**src/sv/ppd_pkg.sv**
```systemverilog
// shared types and constants for the periodic pair distance core
package ppd_pkg;

  localparam int ATOM_SLOTS_DEF = 1024;
  localparam int IDX_W = 10;
  localparam int POS_W = 24;
  localparam int BOX_W = 23;
  localparam int DSQ_W = 50;
  localparam int DIST_W = 25;
  localparam int QDEPTH = 4;
  localparam int QAW = $clog2(QDEPTH);
  localparam int QCW = $clog2(QDEPTH + 1);
  localparam logic [BOX_W-1:0] BOX_RESET = 23'd409600;

  localparam logic REQ_LOAD = 1'b0;
  localparam logic REQ_QUERY = 1'b1;

  localparam logic [1:0] CFG_BOX_X = 2'd0;
  localparam logic [1:0] CFG_BOX_Y = 2'd1;
  localparam logic [1:0] CFG_BOX_Z = 2'd2;

  typedef struct packed {
    logic req_type;
    logic [IDX_W-1:0] load_index;
    logic signed [POS_W-1:0] pos_x;
    logic signed [POS_W-1:0] pos_y;
    logic signed [POS_W-1:0] pos_z;
    logic [IDX_W-1:0] first_atom;
    logic [IDX_W-1:0] second_atom;
  } req_t;

  typedef struct packed {
    logic [DSQ_W-1:0] distance_sq;
    logic [DIST_W-1:0] distance;
  } res_t;

  typedef struct packed {
    logic signed [POS_W-1:0] x;
    logic signed [POS_W-1:0] y;
    logic signed [POS_W-1:0] z;
  } pos_t;

  typedef struct packed {
    pos_t a;
    pos_t b;
  } pair_t;

  typedef struct packed {
    logic empty;
    logic [QCW-1:0] count;
  } qstat_t;

endpackage

```
**src/sv/ppd_queue.sv**
```systemverilog
// short fifo of fetched pairs between front and back
module ppd_queue import ppd_pkg::*; (
  input  logic   clk,
  input  logic   rst,
  input  logic   push,
  input  pair_t  push_data,
  input  logic   pop,
  output pair_t  head,
  output qstat_t qstat
);

  pair_t entries [QDEPTH];
  logic [QAW-1:0] wp;
  logic [QAW-1:0] rp;
  logic [QCW-1:0] count;

  always_ff @(posedge clk) begin
    if (push) begin
      entries[wp] <= push_data;
    end
  end

  always_ff @(posedge clk) begin
    if (rst) begin
      wp <= '0;
      rp <= '0;
      count <= '0;
    end else begin
      if (push) begin
        wp <= wp + 1'b1;
      end
      if (pop) begin
        rp <= rp + 1'b1;
      end
      count <= count + QCW'(push) - QCW'(pop);
    end
  end

  assign head = entries[rp];
  assign qstat.count = count;
  assign qstat.empty = (count == '0);

endmodule

```
**config.mk**
```make
export PLATFORM = sky130hd
export DESIGN_NAME = ppd_queue
export DESIGN_NICKNAME = d
export VERILOG_FILES = /design/src/sv/ppd_pkg.sv /design/src/sv/ppd_queue.sv
export SDC_FILE = /design/constraint.sdc
export NUM_CORES = 1
export LEC_CHECK = 0
export BUFFER_PORTS_ARGS = -buffer_cell sky130_fd_sc_hd__buf_4
export CORE_ASPECT_RATIO = 1.2
export CORE_MARGIN = 10
export CORE_UTILIZATION = 49
export CTS_BUF_LIST = sky130_fd_sc_hd__clkbuf_16
export CTS_CLUSTER_DIAMETER = 120
export DETAILED_ROUTE_END_ITERATION = 8
export HOLD_SLACK_MARGIN = 0.12
export PLACE_DENSITY = 0.67
export SYNTH_ARGS = -nofsm -noshare
export SYNTH_HDL_FRONTEND = slang
export SYNTH_SLANG_ARGS = --single-unit
```
**constraint.sdc**
```tcl
create_clock -name clk -period 6.2 [get_ports clk]
set_input_delay 0.31 -clock clk [delete_from_list [all_inputs] [get_ports clk]]
set_output_delay 0.31 -clock clk [all_outputs]
set_load 0.05 [all_outputs]
```
### After elaboration in Yosys (flattened, before gate mapping)

Memories as Yosys holds them, arrays and structs flattened. A register that Yosys moved wholly into a read port is not among the register bits.
Cells that the tools add are included.

| storage, ports and cells | value |
|---|---|
| bits of input ports | 148 |
| logic and storage cells | 13 |
| bits in registers | 7 |
| output and inout bits | 148 |
| bits in writable memories | 576 |
| memories | 1 |

Memory list:

| name | depth | bits a word | rd ports | clocked after Yosys merged registers in | wr ports | RTL line | text |
|---|---|---|---|---|---|---|---|
| entries | 4 | 144 | 1 | 1 | 1 | ppd_queue.sv:12 | `pair_t entries [QDEPTH];` |

| operators by class | value |
|---|---|
| multiplexer cells | 4 |
| reductions and logical operators | 1 |
| $add $sub $neg | 4 |

Operators by type and width:

| cell | count |
|---|---|
| $add A2 B1 Y2 const B | 2 |
| $mux W2 | 2 |
| $add A3 B1 Y3 | 1 |
| $logic_not A3 Y1 | 1 |
| $sub A3 B1 Y3 | 1 |
| $mux W1 | 2 |

### Depth between registers and ports, before layout

Gate-level depths: netlist of run 1.

| logic depth | value |
|---|---|
| depth after elaboration | 3 |
| depth in mapped cells | 7 |
| mapped depth without buffers | 7 |

### Least setup slack after synthesis of run 1

Ideal clock, no wire load.

| timing path | value |
|---|---|
| kind | register -> register |
| start | register wp[0] |
| end | memory entries[0][0] (netlist name) (enable) |
| library setup time | 0.520 ns |
| period minus slack after synthesis | 4.358 ns |
| buffers on the path | 0 |
| slack | 1.842 ns |
| cell stages (with the launch flop) | 4 |
| arrival time | 3.838 ns |
| cell sequence | dfxtp_1 -> inv_1 -> ha_1 -> and2_1 |

RTL lines:

| what | RTL line | text |
|---|---|---|
| start: declaration | ppd_queue.sv:13 | `logic [QAW-1:0] wp;` |
| start signal: assignment | ppd_queue.sv:30 | `wp <= wp + 1'b1;` |
| end: declaration | ppd_queue.sv:12 |  |

No word-level cell before the write port.

==> flow_metrics.py, run 1 <==
metrics = {
    "run_status": {
        "status": "completed",
    },
    "critical_path": {
        "r2r-start": "wp[0]",
        "required_ns": 5.89,
        "reg2reg_slack_ns": 3.90,
        "cp-start-kind": "flop",
        "crit_fanout": 63,
        "worstSetupEndpointType": "output pin",
        "path_class": "flop to output pin",
        "cp.arrival_ns": 2.97,
    },
    "logic_synthesis": {
        "synth-warning-count": 0,
        "seq_area_frac_synth": 0.8254,
        "synth_cells": 793,
        "synthDistinctLibCells": 20,
        "avgSynthCellArea_sq_um": 26.70,
        "synth_nets": 948,
        "synthesis.area_sq_mm": 0.02117,
        "ys_seq_elements": 585,
    },
    "timing": {
        "period_minus_slack_ns": 3.282,
        "setup_viol": 0,
        "final-max-slew-violation-count": 0,
        "worstMarginPinSlew_ns": 1.024,
        "fin_setup_tns_ns": 0,
        "slew_headroom": 0.3172,
        "grt_setup_unrepaired": "false",
        "fin_crit_sh": 0.5294,
        "finClkSkew_ns": 0.01473,
        "final_hold_viol_count": 0,
        "fmax_mhz": 304.7,
    },
    "clock_network": {
        "clockBufferDepth": 3,
        "postCtsSetupRepairBufs": 0,
        "cts_resized": 0,
        "cts_tree": "built",
        "cts_max_level": 2,
        "path_clk_slew_ns": 0.06,
        "ctsHoldBuffers": 148,
        "root_buffer": "clkbuf_16",
        "cts_buffers": 55,
        "clock-sinks": 585,
        "clock_latency_ns": 0.59,
    },
    "worst_hold_path": {
        "min_from": "push_data[124]",
        "hold_class": "input pin to flop",
    },
    "global_route": {
        "grt_max_degree": 97,
        "met2_usage": 0.2709,
        "first_global_vias": 10840,
        "busiest_layer": "met2",
        "antenna_found_initial": 2,
        "gr-usage-met3": 0.04325,
        "grt_overflow_total": 0,
        "grt_pass1_wl_mm": 65.41,
        "track_usage": 0.1645,
        "use_met1": 0.2128,
    },
    "floorplanning": {
        "io_pins": 296,
        "rows": 83,
        "chipHeight_microns": 247.7,
        "placeableCoreArea_sq_mm": 0.04279,
        "die_x_microns": 209.8,
        "die-area_sq_mm": 0.05196,
        "start_util": 0.4949,
    },
    "detailed_routing": {
        "wirelength_mm": 42.95,
        "num_vias": 9936,
        "first_iter_violations": 637,
        "drtAntennaViolNets": 0,
        "post-route-drc-count": 0,
        "wire_per_inst_microns": 23.05,
        "dr.pass1.iters": 4,
        "via_per_inst": 5.333,
    },
    "pwr": {
        "total_power_mw": 9.330,
        "swShare": 0.2505,
        "p_clk_frac": 0.350,
        "seq_power_share": 0.494,
        "comb_power_share": 0.156,
        "power_leakage_nw": 9.294,
        "peakVddDrop_v": 0.0002825,
        "switching_power_mw": 2.337,
        "power_density_mw_per_mm2": 342.1,
        "p_int_mw": 6.993,
    },
    "placed_design": {
        "place_area_sq_mm": 0.02402,
        "place.gp.congestion": 0.6977,
        "port_buffers": 295,
        "dp_hpwl_mm": 24.71,
    },
    "cells_and_area": {
        "final_common_cell": "edfxtp_1",
        "fillers": 2814,
        "layout-drive-gt1-share": 0.4050,
        "multi_input_area_sq_mm": 0.003483,
        "post-route-util": 0.6375,
        "seq_area_sq_mm": 0.01748,
        "nNetsFinal": 1424,
        "final_area_sq_mm": 0.02727,
        "area_delta_synth_final_pct": 28.82,
        "final_cell_mix": "edfxtp_1, buf_4, dlygate4sd3_1",
        "n_antenna_cell": 0,
    },
    "run": {
        "drv_cap": 0,
    },
}
-- stage by stage --
stage | hold WS, ns | std cells | setup WS [ns]
after floorplan | 0.3816 | 793 | 1.842
after global placement | 0.5024 | 1616 | 3.393
after detailed placement | 0.5127 | 1616 | 3.393
after CTS | 0.4234 | 1863 | 2.757
after global routing | 0.4518 | 1863 | 2.720
final | 0.4671 | 1863 | 2.918
-- worst max-delay path: stages (launching register included) --
cell     delay [ns]
dfxtp_4        0.99
buf_4          0.71
mux4_2         0.43
buf_4          0.21
-- synth_stat cells, drive strengths merged --
master | number | area share
nor2b | 2 | 0.00059
inv | 6 | 0.0011
a21bo | 1 | 0.00047
clkbuf | 5 | 0.00089
and2 | 4 | 0.0012
nor3 | 1 | 0.00024
edfxtp | 576 | 0.82
mux4 | 144 | 0.15
nor2 | 5 | 0.00089
nand3b | 1 | 0.00035
dfxtp | 9 | 0.0085
mux2i | 1 | 0.00047
xnor2 | 2 | 0.00083
ha | 6 | 0.0035
a21oi | 1 | 0.00024
xor3 | 1 | 0.0011
fa | 1 | 0.00095
buf | 27 | 0.0086
-- metal layers --
layer | wire length (microns) | part of all wire
met1 | 17540 | 0.41
met2 | 21690 | 0.51
met3 | 2885 | 0.067
met4 | 800 | 0.019
met5 | 30 | 0.00070
-- cell families after synthesis --
kind of cell             Yosys count  synth area share
flip-flops                       585            0.8254
multiplexers                     145            0.1536
buffers and inverters             38           0.01052
AND/OR/NAND/NOR                   13          0.003250
adder cells (fa/ha/maj)            7          0.004491
XOR/XNOR                           3          0.001950
AO/OA/AOI/OAI                      2         0.0007089
-- final cells by class --
| cell class | count | share of cell area |
|---|---|---|
| Tap cell | 552 | 0.02532 |
| Clock buffer | 57 | 0.05230 |
| Sequential cell | 585 | 0.6410 |
| Clock inverter | 42 | 0.01280 |
| Inverter | 6 | 0.0008257 |
| Timing Repair Buffer | 451 | 0.1400 |
| Multi-Input combinational cell | 170 | 0.1277 |
-- sequential cells by signal (all words and copies together) (netlist names), named ones only --
register and count:
count 3, entries 576, rp 2, wp 2
-- worst paths after layout --
| path | end | cells past startpoint |
|---|---|---|
| worst min register to register | flop | 2 |
| worst min-delay path | entries[1][124] | 2 |
| worst max-delay path | head[94] | 3 |
| worst max register to register | entries[3][103] | 3 |
-- power groups by stage --
stage | registers, mW | logic [mW] | clock network [mW]
floorplan | 4.70 | 0.926 | 0
global placement | 4.69 | 1.39 | 0
detailed placement | 4.70 | 1.39 | 0
CTS | 4.62 | 1.48 | 3.35
global route | 4.63 | 1.53 | 3.49
finish | 4.61 | 1.45 | 3.27
No activity file was read; power rests on OpenSTA's default activity.
==> run 2, diff against run 1 <==
==> constraint.sdc (replaced) <==
create_clock -name clk -period 3.1 [get_ports clk]
set_input_delay 0.155 -clock clk [delete_from_list [all_inputs] [get_ports clk]]
set_output_delay 0.155 -clock clk [all_outputs]
set_load 0.05 [all_outputs]
==> run 2 against run 1 <==
  * First-iteration DRC count is 0.63% lower
  * Total power rose by 100%
  * Combinational power rose by 100%
  * Clock power increased by 110%
  * Flip-flop and latch count unchanged
  * Non-clock buffer count increased by 11
  * Register-to-register slack got worse by 2.7 ns
  * Sequential share of layout area fell by 0.56 points
  * Die area did not move
  * Global-route usage grew 0.60 points
  * Sequential power increased by 100%
  * Clock-buffer cell count unchanged
  * Critical path type unchanged
  * Critical endpoint is now head[39]
==> flow_metrics.py, run 2 (synthesis gave the netlist of run 1 again) <==
metrics = {
    "pwr": {
        "comb_power_share": 0.157,
        "power_density_mw_per_mm2": 686.4,
        "total_power_mw": 18.89,
        "p_int_mw": 14.12,
        "power_leakage_nw": 9.421,
        "switching_power_mw": 4.770,
        "swShare": 0.2526,
        "peakVddDrop_v": 0.0007421,
        "p_clk_frac": 0.355,
        "seq_power_share": 0.487,
    },
    "timing": {
        "fin_crit_sh": 0.8718,
        "final_hold_viol_count": 0,
        "period_minus_slack_ns": 2.703,
        "worstMarginPinSlew_ns": 0.6148,
        "final-max-slew-violation-count": 0,
        "grt_setup_unrepaired": "false",
        "setup_viol": 0,
        "fmax_mhz": 370.0,
        "fin_setup_tns_ns": 0,
        "slew_headroom": 0.5901,
        "finClkSkew_ns": 0.01818,
    },
    "critical_path": {
        "path_class": "flop to output pin",
        "crit_fanout": 27,
        "cp-start-kind": "flop",
        "worstSetupEndpointType": "output pin",
        "required_ns": 2.94,
        "cp.arrival_ns": 2.55,
    },
    "cells_and_area": {
        "layout-drive-gt1-share": 0.4108,
        "final_cell_mix": "edfxtp_1, buf_4, dlygate4sd3_1",
        "area_delta_synth_final_pct": 29.96,
        "nNetsFinal": 1436,
        "final_common_cell": "edfxtp_1",
        "top_regs": "entries: 576 flops, count: 3 flops",
        "largest_register_ffs": 576,
        "fillers": 2882,
        "largest-register": "entries",
        "final_area_sq_mm": 0.02752,
    },
    "global_route": {
        "grt_max_degree": 78,
        "grt_pass1_wl_mm": 67.75,
        "use_met1": 0.2225,
        "gr-usage-met3": 0.04564,
        "met2_usage": 0.2800,
        "grt_overflow_total": 0,
        "track_usage": 0.1705,
        "busiest_layer": "met2",
        "antenna_found_initial": 4,
        "first_global_vias": 11010,
    },
    "run": {
        "drv_cap": 0,
    },
    "detailed_routing": {
        "via_per_inst": 5.333,
        "wirelength_mm": 44.42,
        "wire_per_inst_microns": 23.60,
        "num_vias": 10040,
        "post-route-drc-count": 0,
        "dr.pass1.iters": 4,
        "drtAntennaViolNets": 0,
        "first_iter_violations": 633,
    },
    "floorplanning": {
        "start_util": 0.4949,
        "die-area_sq_mm": 0.05196,
        "rows": 83,
        "chipHeight_microns": 247.7,
        "io_pins": 296,
        "placeableCoreArea_sq_mm": 0.04279,
        "die_x_microns": 209.8,
    },
    "placed_design": {
        "port_buffers": 295,
        "dp_hpwl_mm": 26.50,
        "place.gp.congestion": 0.6981,
        "place_area_sq_mm": 0.02421,
    },
    "clock_network": {
        "root_buffer": "clkbuf_16",
        "clock-sinks": 585,
        "cts_max_level": 2,
        "path_clk_slew_ns": 0.06,
        "cts_tree": "built",
        "cts_buffers": 56,
        "postCtsSetupRepairBufs": 0,
        "clockBufferDepth": 3,
        "clock_latency_ns": 0.60,
    },
    "worst_hold_path": {
        "hold_class": "input pin to flop",
    },
    "run_status": {
        "status": "completed",
    },
}
[run 2: power groups by stage]
stage          sequential (mW)  combinational (mW)  clock, mW
3_3_place_gp              9.35                2.84          0
3_5_place_dp              9.37                2.86          0
6_report                  9.20                2.97       6.71
5_1_grt                   9.23                3.13       7.19
2_1_floorplan             9.38                1.85          0
4_1_cts                   9.20                3.03       6.88
[run 2: worst paths after layout]
check / startpoint / end / slack (ns) / cells after the start
max: flop / head[39] / 0.40 / 3
max reg2reg: wp[0] / entries[3][52] / 1.23 / 3
min reg2reg: rp[1] / flop / 0.53 / 2
min: push_data[95] / entries[0][95] / 0.29 / 2
[run 2: stage by stage]
step	cells	util	setup WS [ns]	hold WS (ns)
after CTS	1881	0.6431	0.2571	0.2497
after global placement	1628	0.5658	0.9282	0.3543
final	1882	0.6431	0.3973	0.2927
after floorplan	793	-	0.3478	0.2266
after global routing	1882	0.6431	0.2046	0.2747
after detailed placement	1628	0.5658	0.9241	0.3569
[run 2: routing by layer]
layer / share of wire / wire (microns)
met4: 0.019 / 856
met5: 0.0010 / 45
met1: 0.41 / 18130
met3: 0.064 / 2853
met2: 0.51 / 22540
[run 2: timing repair]
item | 4_1_cts | 5_1_grt
endpoints found under the setup margin | 0 | 0
resized for setup | 0 | 0
hold buffers | 147 | 0
endpoints found under the hold margin | 585 | 0
[run 2: final cells by class]
| class | instances | area (sq um) | area share |
|---|---|---|---|
| Multi-Input combinational cell | 170 | 3483 | 0.1266 |
| Timing Repair Buffer | 462 | 3999 | 0.1453 |
| Antenna cell | 1 | 2.502 | 0.00009094 |
| Sequential cell | 585 | 17480 | 0.6354 |
| Tap cell | 552 | 690.7 | 0.02510 |
| Inverter | 6 | 22.52 | 0.0008185 |
| Clock buffer | 57 | 1426 | 0.05184 |
| Clock inverter | 49 | 407.9 | 0.01482 |
[run 2: worst max-delay path, stage by stage, from the launching register on]
cell and delay, ns:
dfxtp_4 0.75, buf_4 0.37, mux4_2 0.59, buf_4 0.22
==> run 3, diff against run 2 <==
==> constraint.sdc (replaced) <==
create_clock -name clk -period 3.1 [get_ports clk]
set_input_delay 0.62 -clock clk [delete_from_list [all_inputs] [get_ports clk]]
set_output_delay 0.62 -clock clk [all_outputs]
set_load 0.05 [all_outputs]
==> run 3 against run 2 <==
  * Clock power barely moved
  * Flip-flop and latch count is the same
  * Clock-buffer cell count is the same
  * Combinational power decreased by 5%
  * Non-clock buffer count decreased by 140
  * Hold slack lost 0.069 ns
  * Global-route usage decreased by 0.40 points
  * Critical path depth is the same
  * Wire length decreased by 2.4%
  * Final cell count fell by 7.7%
  * Largest cell class unchanged
==> flow_metrics.py, run 3 (synthesis gave the netlist of run 1 again) <==
metrics = {
    "placed_design": {
        "dp_hpwl_mm": 27.47,
        "dp_slack_ns": 0.7474,
        "place.gp.congestion": 0.7405,
        "port_buffers": 295,
    },
    "cells_and_area": {
        "layout-drive-gt1-share": 0.4683,
        "largest-register": "entries",
        "area_delta_synth_final_pct": 23.29,
        "nNetsFinal": 1294,
        "largest_register_ffs": 576,
        "final_cell_mix": "edfxtp_1, buf_4, mux4_2",
        "top_regs": "entries: 576 flops, count: 3 flops",
        "final_common_cell": "edfxtp_1",
    },
    "worst_hold_path": {
        "worstHoldEndpoint": "entries[2][43]",
        "hold_class": "input pin to flop",
        "whs_path_depth": 1,
        "min_from": "push_data[43]",
    },
    "global_route": {
        "first_global_vias": 10150,
        "grt_max_degree": 79,
        "grt_overflow_total": 0,
        "track_usage": 0.1665,
        "grt_pass1_wl_mm": 64.97,
        "antenna_found_initial": 5,
    },
    "timing": {
        "postLayoutSetupSlackWorst_ns": 0.2009,
        "setup_viol": 0,
        "fin_crit_sh": 0.9352,
        "final_hold_viol_count": 0,
        "slew_headroom": 0.5832,
        "period_minus_slack_ns": 2.899,
        "fin_setup_tns_ns": 0,
        "fmax_mhz": 344.9,
        "final-max-slew-violation-count": 0,
        "grt_setup_unrepaired": "false",
        "worstMarginPinSlew_ns": 0.6253,
        "finClkSkew_ns": 0.01074,
    },
    "detailed_routing": {
        "num_vias": 9491,
        "m1WireLength_mm": 16.94,
        "drtAntennaViolNets": 0,
        "via_per_inst": 5.464,
        "wl_met3_mm": 3.274,
        "highest-signal-layer": "met5",
        "wirelength_mm": 43.36,
        "first_iter_violations": 531,
        "dr.pass1.iters": 5,
        "wl_met2_mm": 22.11,
        "post-route-drc-count": 0,
        "wire_per_inst_microns": 24.96,
    },
    "clock_network": {
        "root_buffer": "clkbuf_16",
        "cts_buffers": 54,
        "cts_resized": 0,
        "clock-sinks": 585,
        "ctsHoldBuffers": 0,
        "path_clk_slew_ns": 0.06,
        "clock_latency_ns": 0.59,
        "clockBufferDepth": 3,
        "cts_tree": "built",
        "postCtsSetupRepairBufs": 0,
        "cts_max_level": 2,
    },
    "critical_path": {
        "max_stage_delay_ns": 0.59,
        "crit_chain": "buf_12 > mux4_2 > buf_4",
        "required_ns": 2.48,
        "cp-start-kind": "flop",
        "path_buf_inv": 2,
        "worstSetupEndpointType": "output pin",
        "path_class": "flop to output pin",
        "cpLargestDelayFamily": "multiplexers",
        "r2r_cells": 3,
        "cp.arrival_ns": 2.28,
        "cp.depth": 3,
        "crit_path_top_delay_cell": "mux4_2",
        "rr_endpoint": "entries[1][132]",
        "r2r-start": "wp[0]",
        "crit_fanout": 52,
        "reg2reg_slack_ns": 1.30,
    },
    "pwr": {
        "peakVddDrop_v": 0.0006754,
        "power_leakage_nw": 8.838,
        "power_density_mw_per_mm2": 717.6,
    },
    "floorplanning": {
        "placeableCoreArea_sq_mm": 0.04279,
        "io_pins": 296,
        "die_x_microns": 209.8,
        "die-area_sq_mm": 0.05196,
        "rows": 83,
        "chipHeight_microns": 247.7,
        "start_util": 0.4949,
    },
    "run": {
        "drv_cap": 0,
    },
    "run_status": {
        "status": "completed",
    },
}
[run 3: changes by cell type in the layout (fill, tap and decap cells not counted), moves of 3 or more]
cell	delta
inv_6	-3
clkinv_2	+4
dlygate4sd3_1	-147
inv_1	-5
buf_4	+6
[run 3: power by group]
| group | switching (mW) | internal, mW | leakage (nW) |
|---|---|---|---|
| sequential | 0.0928 | 9.09 | 5.37 |
| clock | 2.75 | 3.97 | 0.946 |
| combinational | 1.83 | 0.995 | 2.53 |
[run 3: worst max-delay path by stage]
stage	endpoint
floorplan	entries[1][0]
CTS	head[38]
global route	head[38]
global placement	head[38]
detailed placement	head[38]
finish	head[45]
[run 3: per-layer routing]
layer	global-route usage	up-vias
met1	0.2102	5012
met5	0	-
met3	0.05331	70
met2	0.2719	282
met4	0.05190	6
li1	-	4121
[run 3: per-stage QoR]
| step | instance area [sq um] | instances | utilization | hold WS, ns | power (mW) |
|---|---|---|---|---|---|
| after detailed placement | 24270 | 1635 | 0.5673 | 0.5279 | 12.24 |
| after global routing | 26100 | 1737 | 0.6101 | 0.1929 | 19.39 |
| after floorplan | 21180 | 793 | - | 0.4918 | 11.23 |
| final | 26100 | 1737 | 0.6101 | 0.2232 | 18.73 |
| after CTS | 26100 | 1735 | 0.6100 | 0.1805 | 18.98 |
| after global placement | 24270 | 1635 | 0.5673 | 0.5185 | 12.20 |
[run 3: final cells by class]
cell class | instances | area, sq um
antenna | 2 | 5.005
clock inverter | 43 | 399.1
tap | 552 | 690.7
fill | 2995 | 16680
timing repair buffer | 322 | 2592
inverter | 6 | 22.52
clock buffer | 57 | 1426
multi-input combinational | 170 | 3483
sequential | 585 | 17480
